`src/hw/rtl/hsd_ram.sv`:
```
// ----------------------------------------------------------------------------
// hsd_ram: simple dual-port RAM
// One write port and one read port with a registered, enabled read.
// ----------------------------------------------------------------------------
`timescale 1ns / 1ps

module hsd_ram #(
	parameter int unsigned WIDTH = 8,
	parameter int unsigned DEPTH = 256
) (
	input  logic                     clk,
	input  logic                     wr_en,
	input  logic [$clog2(DEPTH)-1:0] wr_addr,
	input  logic [WIDTH-1:0]         wr_data,
	input  logic                     rd_en,
	input  logic [$clog2(DEPTH)-1:0] rd_addr,
	output logic [WIDTH-1:0]         rd_data
);

	logic [WIDTH-1:0] mem_q [DEPTH];

	// write port
	always_ff @(posedge clk) begin
		if (wr_en) begin
			mem_q[wr_addr] <= wr_data;
		end
	end

	// registered read, held while not enabled
	always_ff @(posedge clk) begin
		if (rd_en) begin
			rd_data <= mem_q[rd_addr];
		end
	end

endmodule

```
`config.mk`:
```
export PLATFORM = sky130hd
export DESIGN_NAME = hsd_ram
export DESIGN_NICKNAME = d
export VERILOG_FILES = /design/src/hw/rtl/hsd_ram.sv
export SDC_FILE = /design/constraint.sdc
export NUM_CORES = 2
export LEC_CHECK = 0
export BUFFER_PORTS_ARGS = -buffer_cell sky130_fd_sc_hd__buf_2
export CORE_MARGIN = 1
export CORE_UTILIZATION = 45
export DETAILED_ROUTE_END_ITERATION = 16
export PLACE_DENSITY = 0.57
export SYNTH_ARGS = -nofsm -noshare
export SYNTH_HDL_FRONTEND = slang
export SYNTH_SLANG_ARGS = --single-unit
```
`constraint.sdc`:
```
create_clock -name clk -period 3.5 [get_ports clk]
set_input_delay 0.175 -clock clk [delete_from_list [all_inputs] [get_ports clk]]
set_output_delay 0.175 -clock clk [all_outputs]
set_load 0.02 [all_outputs]
```
# After elaboration in Yosys (flattened, before gate mapping)

Memories as Yosys holds them, arrays and structs flattened. A register that Yosys moved wholly into a read port is not among the register bits.
Cells that the tools add are included.

Word-level logic and storage cells: 3
Memories: 1
Bits in writable memories: 2,048
Register bits after elaboration: 0

Memory list:

| memory | depth | bits a word | read ports | clocked after memory_dff | wr ports | RTL line | source |
|---|---|---|---|---|---|---|---|
| mem_q  | 256   | 8           | 1          | 1                        | 1        | 20       | `logic [WIDTH-1:0] mem_q [DEPTH];` |

Multiplexer cells: 2

Operators by type and width:

| operator          | count |
|---|---|
| two-way mux 1 bit | 2 |

# Logic depth before layout (Yosys ltp)

Depth in word-level cells: 2
Depth in mapped cells: 11

# Worst setup path before layout

OpenSTA, ideal clock, no wires.

Path kind: input port to flip-flop
From: input port rd_addr[0]
To: register rd_data[2], read port of mem_q (data pin)
Path slack: 1.249 ns
Path buffers: 4
Library setup time: 0.269 ns
Required time: 3.231 ns
Arrival time: 1.982 ns
Stages on the path: 9
Path through: buf_6 buf_12 buf_8 buf_2 mux4_2 a22oi_1 a21oi_1 nor4_1 nor4_2

RTL lines:

| item               | RTL line | source |
|---|---|---|
| start: declaration | 16       | `input logic [$clog2(DEPTH)-1:0] rd_addr,` |
| end: declaration   | 17       | `output logic [WIDTH-1:0] rd_data` |

==> flow_metrics.env <==
export IMPL_max_slew_margin_rel=0.226
export IMPL_finalHoldViolCount=0
export IMPL_cp_num_buf_inv=0
export IMPL_dieArea_um2=179000
export IMPL_wire_per_inst_um=30.7
export IMPL_r2r_start="mem_q[83][3]$_DFFE_PP_"
export IMPL_maxSlewViolCount=0
export IMPL_synthArstFlopShare=0
export IMPL_grt_util_all_layers=0.227
export IMPL_antenna_found_initial=10
export IMPL_syn_mean_instance_area_um2=21.3
export IMPL_start_util=0.453
export IMPL_rsz0062_at_grt="no"
export IMPL_drtIter0Drc=4031
export IMPL_clkSinkCount=2056
export IMPL_ys_warnings_count=0
export IMPL_grt_pass1_wl_um=289000
export IMPL_io_pins=35
export IMPL_ir_drop_v=0.000481
export IMPL_clk_path_buf_depth=3
export IMPL_final_cells=6588
export IMPL_rows=154
export IMPL_period_needed_ps=3040
export IMPL_crit_path_start="mem_q[83][3]$_DFFE_PP_"
export IMPL_gp_congestion=0.855
export IMPL_hold_class="input pin to flip-flop"
export IMPL_drtAntennaViolNets=0
export IMPL_max_stage_delay_ps=640
export IMPL_maxCapViolCount=0
export IMPL_dp_cells=6199
export IMPL_crit_path_end_kind="flip-flop"
export IMPL_worstPathMaxFanout=1
export IMPL_start_kind="flip-flop"
export IMPL_drcViolationCount=0
export IMPL_drive_above_1_share=0.260
export IMPL_grt_ovfl_total=0
export IMPL_die_h_um=423
export IMPL_path_class="flip-flop to flip-flop"
export IMPL_status="complete, no violations"
export IMPL_fin_nets=4102
export IMPL_reg2reg_depth=6
export IMPL_worst_slew_pin_slew_ps=1160
export IMPL_powerDensity_nw_per_um2=559
export IMPL_ys_seq_elements=2056
export IMPL_coreArea_um2=176000
export IMPL_synth_edff_count=2056
export IMPL_crit_reg2reg_capture="rd_data[3]$_DFFE_PP_"
export IMPL_root_buffer="clkbuf_16"
export IMPL_synthCells=3733
export IMPL_grt_pass1_vias=39200
export IMPL_synth_cell_types=54
export IMPL_synth_nets=3760
export IMPL_critical_path_top_delay_family="compound AO/OA/AOI/OAI gates"
export IMPL_synth_top_area_share=0.775
export IMPL_worstPathRequired_ps=4040
export IMPL_area_growth_syn_to_layout_pct=14.1
export IMPL_die_x_um=423
export IMPL_finalPower_mw=50.7
export IMPL_hpwl_um=128000
export IMPL_cts_tree="done"
export IMPL_ys_flop_type="edfxtp_1"
export IMPL_crit_path_cell_trace="mux4_2 -> a22o_1 -> a221oi_1 -> o32ai_1 -> nor3_1 -> nor4_1"
export IMPL_critPathArrivalTime_ps=3580
export IMPL_cts_buffers=202
export IMPL_firstDrtPassIters=5
export IMPL_crit_cells=6
export IMPL_wirelength_um=202000
export IMPL_slowest_stage="nor3_1"
export IMPL_port_buffers=34
export IMPL_hold_depth=3
export IMPL_synth_area_top_cells="edfxtp_1, mux4_2, mux2i_1"
export IMPL_timing_final_crit_share=0.869
export IMPL_cp_endpoint="rd_data[3]$_DFFE_PP_"
export IMPL_leakagePower_nw=28.4
export IMPL_worstHoldStart="wr_addr[1]"
export IMPL_viasPerCell=5.94
export IMPL_htree_levels=4
export IMPL_clkSlewWorstSetupHoldPaths_ps=60
export IMPL_syn_area_um2=79600
export IMPL_r2r_slack_ps=460
export IMPL_clock_fmax_mhz=329
export IMPL_setup_violations=0
export IMPL_ys_seq_area_frac=0.775
export IMPL_grt_max_degree=132
export IMPL_clock_latency_ps=840
export IMPL_yosys_area_top_type="edfxtp_1"
export IMPL_fin_skew_ps=42.3
export IMPL_vias=39100
## stage by stage
step	hold slack, ps	setup TNS (ps)	cell area [µm²]	worst slack [ps]	utilization
finish	71.5	0	90800	458	0.516
global route	50.8	0	90800	344	0.516
CTS	27.4	0	90800	519	0.516
detailed placement	623	-101	84400	-54.9	0.480
global placement	618	-119	84400	-83.6	0.480
floorplan	274	0	79600	1250	-
## what timing repair did
item                                   4_1_cts  5_1_grt
resized for setup                            0        0
endpoints found under the hold margin      713        0
buffers inserted                             0        0
hold buffers                                12        0
## cell usage after synthesis, drive strengths merged (2+ instances only)
cell	n
a2111oi	5
a211oi	16
a21oi	96
a221oi	14
a22o	8
a22oi	133
a311oi	2
a31oi	2
and2	6
and3b	2
buf	122
clkbuf	111
edfxtp	2056
mux2i	134
mux4	456
nand2	33
nand2b	8
nand3	34
nand3b	2
nand4	10
nor2	282
nor2b	31
nor3	22
nor4	27
o211ai	10
o21ai	12
o221ai	47
o22a	5
o22ai	28
o32ai	5
or2	4
## cell usage in the layout, fill, tap and decap left out, drive strengths merged, types with 6 or more instances in the layout
cell type and instances:
nand3 34, o22ai 28, nor3 22, bufinv 14, nand2b 8, nand2 33, a22oi 133, a22o 8
and2 6, mux2i 134, nor2 282, clkinv 80, o221ai 47, nor4 27, a221oi 14, a211oi 16
buf 359, mux4 456, diode 8, dlygate4sd3 12, inv 10, o211ai 10, nor2b 31, a21oi 96
edfxtp 2056, nand4 10, clkbuf 263, o21ai 12
## worst min path at each step
| stage | end | slack [ps] |
|---|---|---|
| 6_report | mem_q[163][4]$_DFFE_PP_ | 70 |
| 5_1_grt | mem_q[163][7]$_DFFE_PP_ | 50 |
| 4_1_cts | mem_q[147][1]$_DFFE_PP_ | 30 |
| 3_5_place_dp | mem_q[84][0]$_DFFE_PP_ | 620 |
| 3_3_place_gp | mem_q[85][0]$_DFFE_PP_ | 620 |
| 2_1_floorplan | mem_q[0][0]$_DFFE_PP_ | 270 |
## kinds of logic after synthesis
family,count (synthesis),share of synthesized area
flip-flops,2056,0.775
AND/OR/NAND/NOR,466,0.0263
AO/OA/AOI/OAI,385,0.0342
buffers and inverters,235,0.0183
multiplexers,591,0.146
## flip-flops by register name (all words and copies together) (netlist names)
| register | flops |
|---|---|
| mem_q | 2048 |
| rd_data | 8 |
## layout make-up
class                      count  area, µm²
inverter                       2       7.51
tap                         2340       2930
fill                       13800      85100
clock inverter               106        960
multi-input combinational   1442      16500
antenna                        8       20.0
sequential                  2056      61700
timing repair buffer         371       3340
clock buffer                 263       5350
## report_power, final
| group | total, mW | switching [mW] | internal, mW | leakage, nW |
|---|---|---|---|---|
| logic | 2.62 | 1.67 | 0.945 | 6.83 |
| registers | 27.2 | 0.0255 | 27.2 | 18.5 |
| clock network | 20.9 | 9.16 | 11.8 | 3.07 |
## routing by layer
| metal | wire length, µm | track usage | vias up |
|---|---|---|---|
| li1 | - | - | 16400 |
| met3 | 13300 | 0.0355 | 279 |
| met4 | 5270 | 0.0614 | 2 |
| met1 | 86200 | 0.329 | 21000 |
| met2 | 97300 | 0.358 | 1408 |
| met5 | 10 | 0 | - |
## worst min-delay path: cells and delay by family
family | cells | cell delay [ps]
and+or+nand+nor | 2 | 330
buffers and inverters | 1 | 170
Power figures use the tool's default switching activity.
